<file path="config.mk">
export PLATFORM = sky130hd
export DESIGN_NAME = envelope_gain_baker
export DESIGN_NICKNAME = d
export VERILOG_FILES = /design/src/hw/rtl/eg_pkg.sv /design/src/hw/rtl/eg_div.sv /design/src/hw/rtl/eg_front.sv /design/src/hw/rtl/eg_queue.sv /design/src/hw/rtl/eg_back.sv /design/src/hw/rtl/envelope_gain_baker.sv
export SDC_FILE = /design/constraint.sdc
export NUM_CORES = 2
export LEC_CHECK = 0
export ABC_AREA = 1
export BUFFER_PORTS_ARGS = -buffer_cell sky130_fd_sc_hd__clkbuf_2
export CORE_MARGIN = 5
export CORE_UTILIZATION = 70
export CTS_BUF_LIST = sky130_fd_sc_hd__clkbuf_4 sky130_fd_sc_hd__clkbuf_8 sky130_fd_sc_hd__clkbuf_16
export CTS_CLUSTER_SIZE = 8
export DETAILED_ROUTE_END_ITERATION = 8
export GPL_ROUTABILITY_DRIVEN = 0
export PLACE_DENSITY = 0.86
export SLEW_MARGIN = 20
export SYNTH_ARGS = -nofsm -noshare
export SYNTH_HDL_FRONTEND = slang
export SYNTH_SLANG_ARGS = --single-unit
</file>
<file path="constraint.sdc">
create_clock -name clk -period 13 [get_ports clk]
set_clock_uncertainty 0.05 [all_clocks]
set_input_delay 3.9 -clock clk [delete_from_list [all_inputs] [get_ports clk]]
set_output_delay 3.9 -clock clk [all_outputs]
set_load 0.02 [all_outputs]
</file>
<file path="src/hw/rtl/eg_pkg.sv">
package eg_pkg;

    localparam int SAMPLE_W  = 16;
    localparam int LEVEL_W   = 17;
    localparam int GAIN_W    = 33;
    localparam int STEP_W    = 34;
    localparam int NUM_W     = 33;
    localparam int CNT_W     = 6;
    localparam int PROD_W    = 50;
    localparam int REG_IDX_W = 3;
    localparam int Q_DEPTH   = 2;

    localparam logic [REG_IDX_W-1:0] REG_ATTACK_LENGTH = 3'd0;
    localparam logic [REG_IDX_W-1:0] REG_HOLD_LENGTH   = 3'd1;
    localparam logic [REG_IDX_W-1:0] REG_DECAY_LENGTH  = 3'd2;
    localparam logic [REG_IDX_W-1:0] REG_TOTAL_LENGTH  = 3'd3;
    localparam logic [REG_IDX_W-1:0] REG_FULL_GAIN     = 3'd4;
    localparam logic [REG_IDX_W-1:0] REG_ATTACK_LEVEL  = 3'd5;
    localparam logic [REG_IDX_W-1:0] REG_SUSTAIN_LEVEL = 3'd6;
    localparam logic [REG_IDX_W-1:0] REG_PHASE_ENABLES = 3'd7;

    localparam logic [LEVEL_W-1:0] UNITY_LEVEL = 17'd65536;

    typedef struct packed {
        logic [LEVEL_W-1:0] full_gain;
        logic [LEVEL_W-1:0] attack_level;
        logic [LEVEL_W-1:0] sustain_level;
        logic [1:0]         phase_enables;
    } eg_levels_t;

    typedef struct packed {
        logic signed [SAMPLE_W-1:0] sample;
        logic                       last;
        logic [GAIN_W-1:0]          gain;
    } eg_item_t;

endpackage

</file>
<file path="src/hw/rtl/eg_div.sv">
module eg_div
    import eg_pkg::*;
#(
    parameter int LENGTH_BITS = 20
)
(
    input  logic                     clk,
    input  logic                     rst_n,
    input  logic                     start,
    input  logic                     neg,
    input  logic [NUM_W-1:0]         num,
    input  logic [LENGTH_BITS-1:0]   den,
    output logic                     done,
    output logic signed [STEP_W-1:0] quotient
);

    localparam logic [CNT_W-1:0] LAST_CNT = CNT_W'(NUM_W - 1);

    logic                   busy_reg;
    logic                   done_reg;
    logic                   neg_reg;
    logic [CNT_W-1:0]       cnt_reg;
    logic [NUM_W-1:0]       num_reg;
    logic [NUM_W-1:0]       quo_reg;
    logic [LENGTH_BITS-1:0] den_reg;
    logic [LENGTH_BITS-1:0] rem_reg;

    logic [LENGTH_BITS:0]   rem_shift;
    logic [LENGTH_BITS:0]   rem_diff;
    logic                   fits;
    logic [LENGTH_BITS-1:0] rem_next;

    // Restoring division, one quotient bit per cycle.
    assign rem_shift = {rem_reg, num_reg[NUM_W-1]};
    assign rem_diff  = rem_shift - {1'b0, den_reg};
    assign fits      = rem_shift >= {1'b0, den_reg};
    assign rem_next  = fits ? rem_diff[LENGTH_BITS-1:0] : rem_shift[LENGTH_BITS-1:0];

    always_ff @(posedge clk or negedge rst_n)
    begin
        if (!rst_n)
        begin
            busy_reg <= 1'b0;
            done_reg <= 1'b0;
            cnt_reg  <= '0;
        end
        else
        begin
            done_reg <= 1'b0;
            if (start)
            begin
                busy_reg <= 1'b1;
                cnt_reg  <= '0;
            end
            else if (busy_reg)
            begin
                cnt_reg <= cnt_reg + 1'b1;
                if (cnt_reg == LAST_CNT)
                begin
                    busy_reg <= 1'b0;
                    done_reg <= 1'b1;
                end
            end
        end
    end

    always_ff @(posedge clk)
    begin
        if (start)
        begin
            num_reg <= num;
            den_reg <= den;
            neg_reg <= neg;
            quo_reg <= '0;
            rem_reg <= '0;
        end
        else if (busy_reg)
        begin
            num_reg <= {num_reg[NUM_W-2:0], 1'b0};
            quo_reg <= {quo_reg[NUM_W-2:0], fits};
            rem_reg <= rem_next;
        end
    end

    assign done     = done_reg;
    assign quotient = neg_reg ? -$signed({1'b0, quo_reg}) : $signed({1'b0, quo_reg});

endmodule

</file>
<file path="src/hw/rtl/eg_front.sv">
module eg_front
    import eg_pkg::*;
#(
    parameter int LENGTH_BITS = 20
)
(
    input  logic                       clk,
    input  logic                       rst_n,
    input  logic                       push,
    input  logic signed [SAMPLE_W-1:0] sample_in,
    input  logic                       last_in_buffer,
    output logic                       full,
    input  logic [LENGTH_BITS-1:0]     attack_length,
    input  logic [LENGTH_BITS-1:0]     hold_length,
    input  logic [LENGTH_BITS-1:0]     decay_length,
    input  logic [LENGTH_BITS-1:0]     total_length,
    input  eg_levels_t                 levels,
    output logic                       q_push,
    output eg_item_t                   q_item,
    input  logic                       q_full
);

    localparam int EXT_W = LENGTH_BITS + 2;

    localparam logic [2:0] PH_ATTACK  = 3'd0;
    localparam logic [2:0] PH_HOLD    = 3'd1;
    localparam logic [2:0] PH_DECAY   = 3'd2;
    localparam logic [2:0] PH_SUSTAIN = 3'd3;
    localparam logic [2:0] PH_DECAY2  = 3'd4;
    localparam logic [2:0] PH_SILENT  = 3'd5;

    localparam logic ST_EVAL = 1'b0;
    localparam logic ST_DIV  = 1'b1;

    localparam logic [LENGTH_BITS-1:0] POS_MAX = '1;

    logic                       state_reg, state_next;
    logic                       hold_reg, hold_next;
    logic                       started_reg, started_next;
    logic signed [SAMPLE_W-1:0] sample_reg;
    logic                       last_reg;
    logic [LENGTH_BITS-1:0]     pos_reg, pos_next;
    logic [2:0]                 phase_reg, phase_next;
    logic [GAIN_W-1:0]          gain_reg, gain_next;
    logic signed [STEP_W-1:0]   step_reg, step_next;
    logic [LEVEL_W-1:0]         end_reg, end_next;

    logic                       accept;
    logic                       emit;
    logic                       div_start;
    logic [LEVEL_W-1:0]         div_from;
    logic [LEVEL_W-1:0]         div_to;
    logic [LENGTH_BITS-1:0]     div_len;
    logic                       div_done;
    logic signed [STEP_W-1:0]   div_q;
    logic signed [LEVEL_W:0]    diff;
    logic [LEVEL_W-1:0]         diff_mag;

    logic [EXT_W-1:0]           pos_ext;
    logic [EXT_W-1:0]           total_ext;
    logic [EXT_W-1:0]           ah_end;
    logic [EXT_W-1:0]           ahd_end;
    logic [EXT_W-1:0]           tail_start;
    logic [EXT_W-1:0]           tail_len;
    logic [LEVEL_W-1:0]         tail_level;
    logic                       need_start;
    logic signed [STEP_W:0]     gain_sum;
    logic [GAIN_W-1:0]          gain_clamped;

    assign pos_ext    = EXT_W'(pos_reg);
    assign total_ext  = EXT_W'(total_length);
    assign ah_end     = EXT_W'(attack_length) + EXT_W'(hold_length);
    assign ahd_end    = ah_end + EXT_W'(decay_length);
    assign tail_start = levels.phase_enables[0] ? ahd_end : ah_end;
    assign tail_len   = total_ext - tail_start;
    assign need_start = (pos_reg == '0) && (phase_reg == PH_ATTACK) && !started_reg;

    // Without a decay phase the tail starts from full gain.
    assign tail_level = (phase_reg == PH_HOLD) ? levels.full_gain : end_reg;

    assign gain_sum = $signed({2'b00, gain_reg}) + $signed({step_reg[STEP_W-1], step_reg});
    always_comb
    begin
        if (gain_sum < 0)
        begin
            gain_clamped = '0;
        end
        else if (gain_sum[STEP_W:GAIN_W] != '0)
        begin
            gain_clamped = '1;
        end
        else
        begin
            gain_clamped = gain_sum[GAIN_W-1:0];
        end
    end

    // One phase change per cycle; an item leaves only once no phase boundary is pending.
    always_comb
    begin
        state_next   = state_reg;
        started_next = started_reg;
        pos_next     = pos_reg;
        phase_next   = phase_reg;
        gain_next    = gain_reg;
        step_next    = step_reg;
        end_next     = end_reg;
        div_start    = 1'b0;
        div_from     = '0;
        div_to       = '0;
        div_len      = '0;
        emit         = 1'b0;

        if (state_reg == ST_DIV)
        begin
            if (div_done)
            begin
                step_next  = div_q;
                state_next = ST_EVAL;
            end
        end
        else if (hold_reg)
        begin
            priority if (need_start)
            begin
                started_next = 1'b1;
                phase_next   = PH_ATTACK;
                gain_next    = {levels.attack_level, 16'b0};
                step_next    = '0;
                if (attack_length != '0)
                begin
                    div_start = 1'b1;
                    div_from  = levels.attack_level;
                    div_to    = levels.full_gain;
                    div_len   = attack_length;
                end
            end
            else if (phase_reg == PH_ATTACK && pos_reg >= attack_length)
            begin
                phase_next = PH_HOLD;
                gain_next  = {levels.full_gain, 16'b0};
                step_next  = '0;
            end
            else if ((phase_reg == PH_HOLD && pos_ext >= ah_end && levels.phase_enables[0]))
            begin
                phase_next = PH_DECAY;
                end_next   = levels.sustain_level;
                gain_next  = {levels.full_gain, 16'b0};
                step_next  = '0;
                if (decay_length != '0)
                begin
                    div_start = 1'b1;
                    div_from  = levels.full_gain;
                    div_to    = levels.sustain_level;
                    div_len   = decay_length;
                end
            end
            else if ((phase_reg == PH_HOLD && pos_ext >= ah_end) ||
                     (phase_reg == PH_DECAY && pos_ext >= ahd_end))
            begin
                end_next  = tail_level;
                gain_next = {tail_level, 16'b0};
                step_next = '0;
                if (levels.phase_enables[1])
                begin
                    phase_next = PH_DECAY2;
                    if (total_ext > tail_start)
                    begin
                        div_start = 1'b1;
                        div_from  = tail_level;
                        div_to    = '0;
                        div_len   = tail_len[LENGTH_BITS-1:0];
                    end
                end
                else
                begin
                    phase_next = PH_SUSTAIN;
                end
            end
            else if (phase_reg == PH_DECAY2 && pos_reg >= total_length)
            begin
                phase_next = PH_SILENT;
                gain_next  = '0;
                step_next  = '0;
            end
            else if (!q_full)
            begin
                emit         = 1'b1;
                started_next = 1'b0;
                gain_next    = gain_clamped;
                if (last_reg)
                begin
                    pos_next   = '0;
                    phase_next = PH_ATTACK;
                end
                else if (pos_reg != POS_MAX)
                begin
                    pos_next = pos_reg + 1'b1;
                end
            end
            if (div_start)
            begin
                state_next = ST_DIV;
            end
        end
    end

    assign diff     = $signed({1'b0, div_to}) - $signed({1'b0, div_from});
    assign diff_mag = diff[LEVEL_W] ? LEVEL_W'(-diff) : diff[LEVEL_W-1:0];

    eg_div #(
        .LENGTH_BITS(LENGTH_BITS)
    ) u_div (
        .clk      (clk),
        .rst_n    (rst_n),
        .start    (div_start),
        .neg      (diff[LEVEL_W]),
        .num      ({diff_mag, 16'b0}),
        .den      (div_len),
        .done     (div_done),
        .quotient (div_q)
    );

    assign full      = hold_reg && !emit;
    assign accept    = push && !full;
    assign hold_next = accept || (hold_reg && !emit);

    assign q_push        = emit;
    assign q_item.sample = sample_reg;
    assign q_item.last   = last_reg;
    assign q_item.gain   = gain_reg;

    always_ff @(posedge clk or negedge rst_n)
    begin
        if (!rst_n)
        begin
            state_reg   <= ST_EVAL;
            hold_reg    <= 1'b0;
            started_reg <= 1'b0;
            pos_reg     <= '0;
            phase_reg   <= PH_ATTACK;
            gain_reg    <= '0;
            step_reg    <= '0;
            end_reg     <= UNITY_LEVEL;
        end
        else
        begin
            state_reg   <= state_next;
            hold_reg    <= hold_next;
            started_reg <= started_next;
            pos_reg     <= pos_next;
            phase_reg   <= phase_next;
            gain_reg    <= gain_next;
            step_reg    <= step_next;
            end_reg     <= end_next;
        end
    end

    always_ff @(posedge clk)
    begin
        if (accept)
        begin
            sample_reg <= sample_in;
            last_reg   <= last_in_buffer;
        end
    end

`ifndef SYNTHESIS
    a_done_in_div: assert property (@(posedge clk) disable iff (!rst_n)
        div_done |-> state_reg == ST_DIV)
        else $error("divider finished outside of a slope computation");

    a_silent_flat: assert property (@(posedge clk) disable iff (!rst_n)
        phase_reg == PH_SILENT |-> gain_reg == '0 && step_reg == '0)
        else $error("silent phase carries a nonzero gain or slope");
`endif

endmodule

</file>
<file path="src/hw/rtl/eg_queue.sv">
module eg_queue
    import eg_pkg::*;
(
    input  logic     clk,
    input  logic     rst_n,
    input  logic     push,
    input  eg_item_t push_item,
    output logic     full,
    input  logic     pop,
    output eg_item_t pop_item,
    output logic     empty
);

    localparam int PTR_W = $clog2(Q_DEPTH);
    localparam int CNT_QW = $clog2(Q_DEPTH + 1);
    localparam logic [CNT_QW-1:0] DEPTH_CNT = CNT_QW'(Q_DEPTH);

    eg_item_t          mem [Q_DEPTH];
    logic [PTR_W-1:0]  wr_ptr_reg;
    logic [PTR_W-1:0]  rd_ptr_reg;
    logic [CNT_QW-1:0] count_reg;
    logic              do_push;
    logic              do_pop;

    assign full     = count_reg == DEPTH_CNT;
    assign empty    = count_reg == '0;
    assign do_push  = push && !full;
    assign do_pop   = pop && !empty;
    assign pop_item = mem[rd_ptr_reg];

    always_ff @(posedge clk or negedge rst_n)
    begin
        if (!rst_n)
        begin
            wr_ptr_reg <= '0;
            rd_ptr_reg <= '0;
            count_reg  <= '0;
        end
        else
        begin
            if (do_push)
            begin
                wr_ptr_reg <= wr_ptr_reg + 1'b1;
            end
            if (do_pop)
            begin
                rd_ptr_reg <= rd_ptr_reg + 1'b1;
            end
            if (do_push && !do_pop)
            begin
                count_reg <= count_reg + 1'b1;
            end
            else if (do_pop && !do_push)
            begin
                count_reg <= count_reg - 1'b1;
            end
        end
    end

    always_ff @(posedge clk)
    begin
        if (do_push)
        begin
            mem[wr_ptr_reg] <= push_item;
        end
    end

`ifndef SYNTHESIS
    a_count_bound: assert property (@(posedge clk) disable iff (!rst_n)
        count_reg <= DEPTH_CNT)
        else $error("queue count beyond its depth");

    a_no_overrun: assert property (@(posedge clk) disable iff (!rst_n)
        full |-> !push)
        else $error("item offered to a full queue");
`endif

endmodule

</file>
<file path="src/hw/rtl/eg_back.sv">
module eg_back
    import eg_pkg::*;
(
    input  logic                       clk,
    input  logic                       rst_n,
    input  logic                       q_empty,
    input  eg_item_t                   q_item,
    output logic                       q_pop,
    output logic                       empty,
    input  logic                       pop,
    output logic signed [SAMPLE_W-1:0] sample_out,
    output logic                       last_out
);

    localparam logic [PROD_W:0]     ROUND_HALF = (PROD_W + 1)'(64'h8000_0000);
    localparam logic [LEVEL_W-1:0]  NEG_LIMIT  = 17'd32768;
    localparam logic [LEVEL_W-1:0]  POS_LIMIT  = 17'd32767;

    logic                p_valid_reg;
    logic [PROD_W-1:0]   p_mag_reg;
    logic                p_neg_reg;
    logic                p_last_reg;
    logic                o_valid_reg;
    logic signed [SAMPLE_W-1:0] o_sample_reg;
    logic                o_last_reg;

    logic                o_take;
    logic                p_take;
    logic [SAMPLE_W:0]   s_ext;
    logic [LEVEL_W-1:0]  s_abs;
    logic [PROD_W:0]     rnd_sum;
    logic [LEVEL_W-1:0]  rnd;
    logic signed [SAMPLE_W-1:0] sat;

    assign o_take = !o_valid_reg || pop;
    assign p_take = !p_valid_reg || o_take;
    assign q_pop  = !q_empty && p_take;

    // Multiply the magnitude so rounding is symmetric around zero.
    assign s_ext = {q_item.sample[SAMPLE_W-1], q_item.sample};
    assign s_abs = q_item.sample[SAMPLE_W-1] ? LEVEL_W'(-s_ext) : LEVEL_W'(s_ext);

    assign rnd_sum = {1'b0, p_mag_reg} + ROUND_HALF;
    assign rnd     = rnd_sum[48:32];

    always_comb
    begin
        if (p_neg_reg)
        begin
            sat = (rnd >= NEG_LIMIT) ? $signed(16'h8000) : $signed(-rnd[SAMPLE_W-1:0]);
        end
        else
        begin
            sat = (rnd >= POS_LIMIT) ? $signed(16'h7FFF) : $signed(rnd[SAMPLE_W-1:0]);
        end
    end

    always_ff @(posedge clk or negedge rst_n)
    begin
        if (!rst_n)
        begin
            p_valid_reg <= 1'b0;
            o_valid_reg <= 1'b0;
        end
        else
        begin
            if (p_take)
            begin
                p_valid_reg <= q_pop;
            end
            if (o_take)
            begin
                o_valid_reg <= p_valid_reg;
            end
        end
    end

    always_ff @(posedge clk)
    begin
        if (q_pop)
        begin
            p_mag_reg  <= s_abs * q_item.gain;
            p_neg_reg  <= q_item.sample[SAMPLE_W-1];
            p_last_reg <= q_item.last;
        end
        if (o_take && p_valid_reg)
        begin
            o_sample_reg <= sat;
            o_last_reg   <= p_last_reg;
        end
    end

    assign empty      = !o_valid_reg;
    assign sample_out = o_sample_reg;
    assign last_out   = o_last_reg;

endmodule

</file>
<file path="src/hw/rtl/envelope_gain_baker.sv">
// Envelope gain stage: each 16-bit sample is multiplied by an attack, hold, decay,
// then sustain or fade-to-zero gain and comes back rounded half away from zero and
// saturated. An item flagged last ends the buffer and the next item restarts the
// envelope from the attack, using the registers as they stand then. Steady state is
// one item per cycle while the output keeps popping. Every phase change, including the
// restart at the head of a buffer, stalls the input, and a phase that ramps stalls it
// further while a serial divider works out its slope at one quotient bit per cycle. A
// ramp with a nonzero length always holds the item that enters it, so one item crosses
// at most one ramp start: the worst case is the first item of a buffer that passes the
// restart, hold, an empty decay and a fading tail. A result passes the input register,
// the queue, the product and output registers. The user must write registers only while
// no item is in flight; the block itself does not enforce it.
module envelope_gain_baker
    import eg_pkg::*;
#(
    parameter  int LENGTH_BITS = 20,
    localparam int CFG_W       = (LENGTH_BITS > LEVEL_W) ? LENGTH_BITS : LEVEL_W
)
(
    input  logic                       clk,
    input  logic                       rst_n,
    input  logic                       push,
    output logic                       full,
    input  logic signed [SAMPLE_W-1:0] sample_in,
    input  logic                       last_in_buffer,
    output logic                       empty,
    input  logic                       pop,
    output logic signed [SAMPLE_W-1:0] sample_out,
    output logic                       last_out,
    input  logic                       cfg_write,
    input  logic [REG_IDX_W-1:0]       cfg_index,
    input  logic [CFG_W-1:0]           cfg_data
);

    logic [LENGTH_BITS-1:0] attack_length_reg;
    logic [LENGTH_BITS-1:0] hold_length_reg;
    logic [LENGTH_BITS-1:0] decay_length_reg;
    logic [LENGTH_BITS-1:0] total_length_reg;
    eg_levels_t             levels_reg;

    logic     mid_push;
    eg_item_t mid_in;
    logic     mid_full;
    logic     mid_pop;
    eg_item_t mid_out;
    logic     mid_empty;

    always_ff @(posedge clk or negedge rst_n)
    begin
        if (!rst_n)
        begin
            attack_length_reg        <= '0;
            hold_length_reg          <= '0;
            decay_length_reg         <= '0;
            total_length_reg         <= '0;
            levels_reg.full_gain     <= UNITY_LEVEL;
            levels_reg.attack_level  <= '0;
            levels_reg.sustain_level <= UNITY_LEVEL;
            levels_reg.phase_enables <= '0;
        end
        else if (cfg_write)
        begin
            unique case (cfg_index)
                REG_ATTACK_LENGTH: attack_length_reg        <= cfg_data[LENGTH_BITS-1:0];
                REG_HOLD_LENGTH:   hold_length_reg          <= cfg_data[LENGTH_BITS-1:0];
                REG_DECAY_LENGTH:  decay_length_reg         <= cfg_data[LENGTH_BITS-1:0];
                REG_TOTAL_LENGTH:  total_length_reg         <= cfg_data[LENGTH_BITS-1:0];
                REG_FULL_GAIN:     levels_reg.full_gain     <= cfg_data[LEVEL_W-1:0];
                REG_ATTACK_LEVEL:  levels_reg.attack_level  <= cfg_data[LEVEL_W-1:0];
                REG_SUSTAIN_LEVEL: levels_reg.sustain_level <= cfg_data[LEVEL_W-1:0];
                REG_PHASE_ENABLES: levels_reg.phase_enables <= cfg_data[1:0];
            endcase
        end
    end

    eg_front #(
        .LENGTH_BITS(LENGTH_BITS)
    ) u_front (
        .clk            (clk),
        .rst_n          (rst_n),
        .push           (push),
        .sample_in      (sample_in),
        .last_in_buffer (last_in_buffer),
        .full           (full),
        .attack_length  (attack_length_reg),
        .hold_length    (hold_length_reg),
        .decay_length   (decay_length_reg),
        .total_length   (total_length_reg),
        .levels         (levels_reg),
        .q_push         (mid_push),
        .q_item         (mid_in),
        .q_full         (mid_full)
    );

    eg_queue u_queue (
        .clk       (clk),
        .rst_n     (rst_n),
        .push      (mid_push),
        .push_item (mid_in),
        .full      (mid_full),
        .pop       (mid_pop),
        .pop_item  (mid_out),
        .empty     (mid_empty)
    );

    eg_back u_back (
        .clk        (clk),
        .rst_n      (rst_n),
        .q_empty    (mid_empty),
        .q_item     (mid_out),
        .q_pop      (mid_pop),
        .empty      (empty),
        .pop        (pop),
        .sample_out (sample_out),
        .last_out   (last_out)
    );

endmodule

</file>
# Yosys cells after proc, flatten, opt, wreduce, memory -nomap -nowiden
# Memories as Yosys holds them, arrays and structs flattened.
# Cells that the tools add are included.
# word_totals
ramBits,100
reg_bits,433
out_inout_bits,19
memories,1
# mem_list
memory,words,width,rd,rd_clocked_by_memory_dff,wr,line,text
u_queue.mem,2,50,1,0,1,eg_queue.sv:18,eg_item_t mem [Q_DEPTH];
# op_classes
n_reduce_logical,57
eq_ne,20
bitwise_logic,8
n_mul,1
order_cmp,9
mux,106
add_sub_neg,17
# ops
cell,n
$mux W17,22
$mux W33,10
$mux W34,9
$mux W20,11
$add A49 B32 Y49 const B,1
$mul A17 B33 Y49,1
$mux W16,3
$ge A20 B22 Y1,2
$ge A20 B20 Y1,2
$reduce_bool A20 Y1,2
$sub A20 B20 Y20,2
$mux W1,38
$add A34 B34 Y35,1
$lt A35 B1 Y1 const B,1
$neg A17 Y17,2
$neg A33 Y34,1
$mux W3,8
$add A22 B20 Y22,1
$gt A20 B22 Y1,1
$mux W22,1
$add A20 B20 Y21,1
$ge A21 B20 Y1,1
$add A20 B1 Y20 const B,1
$logic_not A20 Y1,1
other kinds (34),95

# Depth between registers and ports, before layout
# depth
depth_word,16
depth_mapped,58

# Hierarchy
# From an unflattened synthesis, not the netlist that was laid out.
# hier_totals
hier_cells,7218
hier_area_um2,53373.7
# by_module_without_submodules
mod,cells_each,seq_area_each_um2,area_each_um2,instances
eg_back,2624,1161.1,20269.4,1
eg_front,2802,3264.4,17329.1,1
eg_div,907,2882.8,6695.2,1
envelope_gain_baker,592,3330.7,5193.7,1
eg_queue,293,3103.0,3886.2,1

# Least setup slack after synthesis
# OpenSTA, ideal clock, no wires.
# synth_path
path_kind,reg2out
startpoint,reg attack_length_reg[0]
endpoint,out full
path_stages_with_launch,32
arrival_ns,4.612
path_buffers,0
slack_ns,4.438
cell_sequence,dfrtp_1 -> ha_1 -> inv_1 -> fa_1 -> o21ai_1 -> a31oi_1 -> o21bai_1 -> xnor2_1 -> inv_1 -> ha_1 -> nand2_1 -> inv_1 -> a21oi_1 -> nand2_1 -> a21oi_1 -> inv_1 -> a21oi_1 -> o21ai_0 -> xor2_1 -> ha_1 -> nand2_1 -> nor2_1 -> a211oi_1 -> nand2_1 -> nand2_1 -> nand2_1 -> nand3_4 -> nand3_4 -> nor2_4 -> nand3_2 -> nand2_1 -> inv_1
# synth_between
elab_chain_cells,13
word_cells_on_any_way,18
cone_classes,add/sub: 2; order compare: 3; mux: 6; reduce/logical: 7
# synth_rtl
element,line,text
start: declaration,envelope_gain_baker.sv:35,logic [LENGTH_BITS-1:0] attack_length_reg;
start signal: assignment,envelope_gain_baker.sv:64,REG_ATTACK_LENGTH: attack_length_reg <= cfg_data[LENGTH_BITS-1:0];
$add A20 B20 Y21,eg_front.sv:72,assign ah_end = EXT_W'(attack_length) + EXT_W'(hold_length);
$add A22 B20 Y22,eg_front.sv:73,assign ahd_end = ah_end + EXT_W'(decay_length);
$ge A20 B22 Y1,eg_front.sv:159,(phase_reg == PH_DECAY && pos_ext >= ahd_end))
$logic_and A1 B1 Y1,eg_front.sv:159,
$logic_or A1 B1 Y1,eg_front.sv:158,else if ((phase_reg == PH_HOLD && pos_ext >= ah_end) ||
$mux W1,eg_front.sv:158,
$mux W1,eg_front.sv:144,else if ((phase_reg == PH_HOLD && pos_ext >= ah_end && levels.phase_enables[0]))
$mux W1 (*),eg_front.sv:138,else if (phase_reg == PH_ATTACK && pos_reg >= attack_length)
$mux W1 (*),eg_front.sv:124,priority if (need_start)
$mux W1 (*),eg_front.sv:122,else if (hold_reg)
$mux W1 (*),eg_front.sv:114,if (state_reg == ST_DIV)
$logic_not A1 Y1 (*),eg_front.sv:224,assign full = hold_reg && !emit;
$logic_and A1 B1 Y1 (*),eg_front.sv:224,
end: declaration,envelope_gain_baker.sv:23,"output logic full,"
# Mark *: on every way between the ends. The rest lies on a longest branch, timed or not.

# Worst setup path in the final report
# Ends and elaborated chain as after synthesis.

==> reports/metrics.yaml <==
status: "completed"
cpPeakStageDelay_ps: 420
post-route-drc-count: 0
cts_sinks: 502
layout-drive-gt1-share_pct: 5.871
end_kind: "output pin"
cts.clk_slew.worst_paths_ps: 60
routed_wl_um: 151700
tightest_slew_ps: 1156
critical_path_arrival_ps: 6830
rsz0062_at_grt: "false"
synth_edf_count: 192
drt_iter0_markers: 5002
cts_made_buffers: 73
fp.coreArea_mm2: 0.07124
maxCapViolations: 0
start_util_pct: 70.38
cts_resized: 0
grt_antenna_before_repair: 6
slowest_stage: "fa_1"
clk_latency_ps: 640
max_slew_margin_pct: 22.83
largest_reg_flops: 100
final_cell_mix: "nand2_1, inv_1, nor2_1"
boundaryPins: 64
cp_common_cell: "nand2_1"
num_rows: 98
max_freq_mhz: 92.78
min_period_ps: 10780
path_max_fanout: 7
cts.path.max_buffers: 3
ys.warnings.count: 0
path_buf_inv: 4
grtUsageTotal_pct: 39.40
vias: 46040
hold_buffers: 0
async_flop_share_pct: 51.20
hold_class: "reg -> reg"
ys_ff_latch: 502
setup-violations-final: 0
synth_cell_types: 63
drt-vias-per-instance: 6.132
timing.setup.tns_ps: 0
netlist_instances: 6502
port_buffers: 63
mostFrequentLayoutCell: "nand2_1"
avgSynthCellArea_um2: 7.711
grt_max_degree: 161
areaGrowthSynthToFinish_pct: 6.930
syn_area_mm2: 0.05014
htree_levels: 3
start_kind: "register"
worstPathRequired_ps: 9050
ys_seq_area_share_pct: 26.45
cp_top_family: "compound AO/OA/AOI/OAI gates"
grt-ovfl-total: 0
first_global_vias: 46450
post_cts_buffers: 0
die-area_mm2: 0.07708
worstSetupPathType: "reg -> out"
finalNetCount: 7356
finalMaxSlewViolations: 0
cts_root_buf: "clkbuf_16"
ant_nets: 0
cts_tree: "yes"
grt_pass1_wl_um: 243100
firstDrtPassIters: 8
timing.final.crit_share_pct: 82.91
die_y_um: 277.6
hpwl_um: 113300
synth-main-ff-cell: "dfrtp_1"
hold_viol: 0
dieWidth_um: 277.6
routedWlPerCell_um: 20.20
fillerInstances: 5072
stage by stage:
step	hold WS [ps]	std cells	cell area [um^2]	worst slack, ps	util, %
after floorplan	350.3	6532	50250	4438	-
after global routing	401.0	7508	53610	1996	75.25
final	382.6	7509	53610	2222	75.25
after CTS	383.3	7508	53580	2495	75.21
after detailed placement	368.2	7379	51270	3184	71.96
after global placement	353.4	7379	51260	3373	71.96
synth_stat cells, types with 8 or more instances:
cell,instances,area share [%]
buf_4,9,0.13
a211oi_1,17,0.25
edfxtp_1,192,11
dfxtp_1,53,2.1
nand2_1,1686,13
nor2_1,516,3.9
ha_1,340,8.5
mux2_2,8,0.18
a31oi_1,22,0.27
a21o_1,8,0.12
o21bai_1,14,0.21
o22ai_1,20,0.25
clkbuf_1,157,1.2
mux2_1,8,0.18
o32ai_1,16,0.28
fa_1,467,19
nand3b_1,12,0.18
a21oi_1,317,3.2
o21ai_0,410,4.1
inv_1,1059,7.9
xor2_1,103,1.8
buf_2,44,0.44
o31ai_1,13,0.19
inv_2,19,0.14
o21ai_1,18,0.18
o211ai_1,9,0.13
xnor2_1,61,1.1
nand3_1,279,2.8
nor3_1,86,0.86
dfrtp_1,254,13
nand4_1,90,1.1
nor4_1,41,0.51
or2_2,47,0.59
worst paths after layout:
check	from	to	slack [ps]	depth (start not counted)
worst max-delay path	attack_length_reg[0]	full	2220	29
worst min-delay path	u_back.p_last_reg	u_back.last_out	380	0
worst max register to register	attack_length_reg[0]	u_front.u_div.num_reg[29]	3250	51
worst min register to register	u_back.p_last_reg	u_back.last_out	380	0
max in group asynchronous	rst_n	u_queue.rd_ptr_reg	8240	2
min in group asynchronous	rst_n	hold_length_reg[15]	3250	1
area by class of cell:
| type | instances | area (um^2) | share of cell area, % |
|---|---|---|---|
| multi-input cells | 4723 | 32010 | 59.70 |
| diodes | 1 | 2.502 | 0.004668 |
| flip-flops and latches | 502 | 13260 | 24.74 |
| repair buffers | 120 | 765.7 | 1.428 |
| well taps | 950 | 1189 | 2.217 |
| clock buffers | 123 | 2232 | 4.164 |
| clock inverters | 6 | 81.33 | 0.1517 |
| inverters | 1084 | 4069 | 7.590 |
cells by family after synthesis:
| kind of cell | share of synthesized area [%] |
|---|---|
| AOI/OAI and AO/OA | 9.688 |
| DFF | 26.45 |
| other | 0.01498 |
| xor gates and xnor gates | 2.897 |
| and+or+nand+nor | 23.33 |
| buffers and inverters | 10.07 |
| adders and majority gates | 27.13 |
| muxes | 0.4193 |
worst reg2reg max path, delay by kind of cell, from the launching register on:
| kind | cells | cell delay (ps) |
|---|---|---|
| AND/OR/NAND/NOR | 26 | 3800 |
| flip-flops | 1 | 410 |
| adder cells (fa/ha/maj) | 5 | 1800 |
| XOR/XNOR | 3 | 910 |
| buffers and inverters | 6 | 410 |
| AO/OA/AOI/OAI | 11 | 2130 |
metal layers:
| metal | vias to the layer above | track usage, % | part of all wire (%) |
|---|---|---|---|
| li1 | 20640 | - | - |
| met1 | 21430 | 46.14 | 34 |
| met2 | 3026 | 62.23 | 45 |
| met3 | 933 | 10.06 | 11 |
| met4 | 10 | 30.66 | 10 |
| met5 | - | 0 | 0.053 |
Power is not shown: default switching activity piles up to over one toggle a cycle in this logic, so the estimate is an artifact.
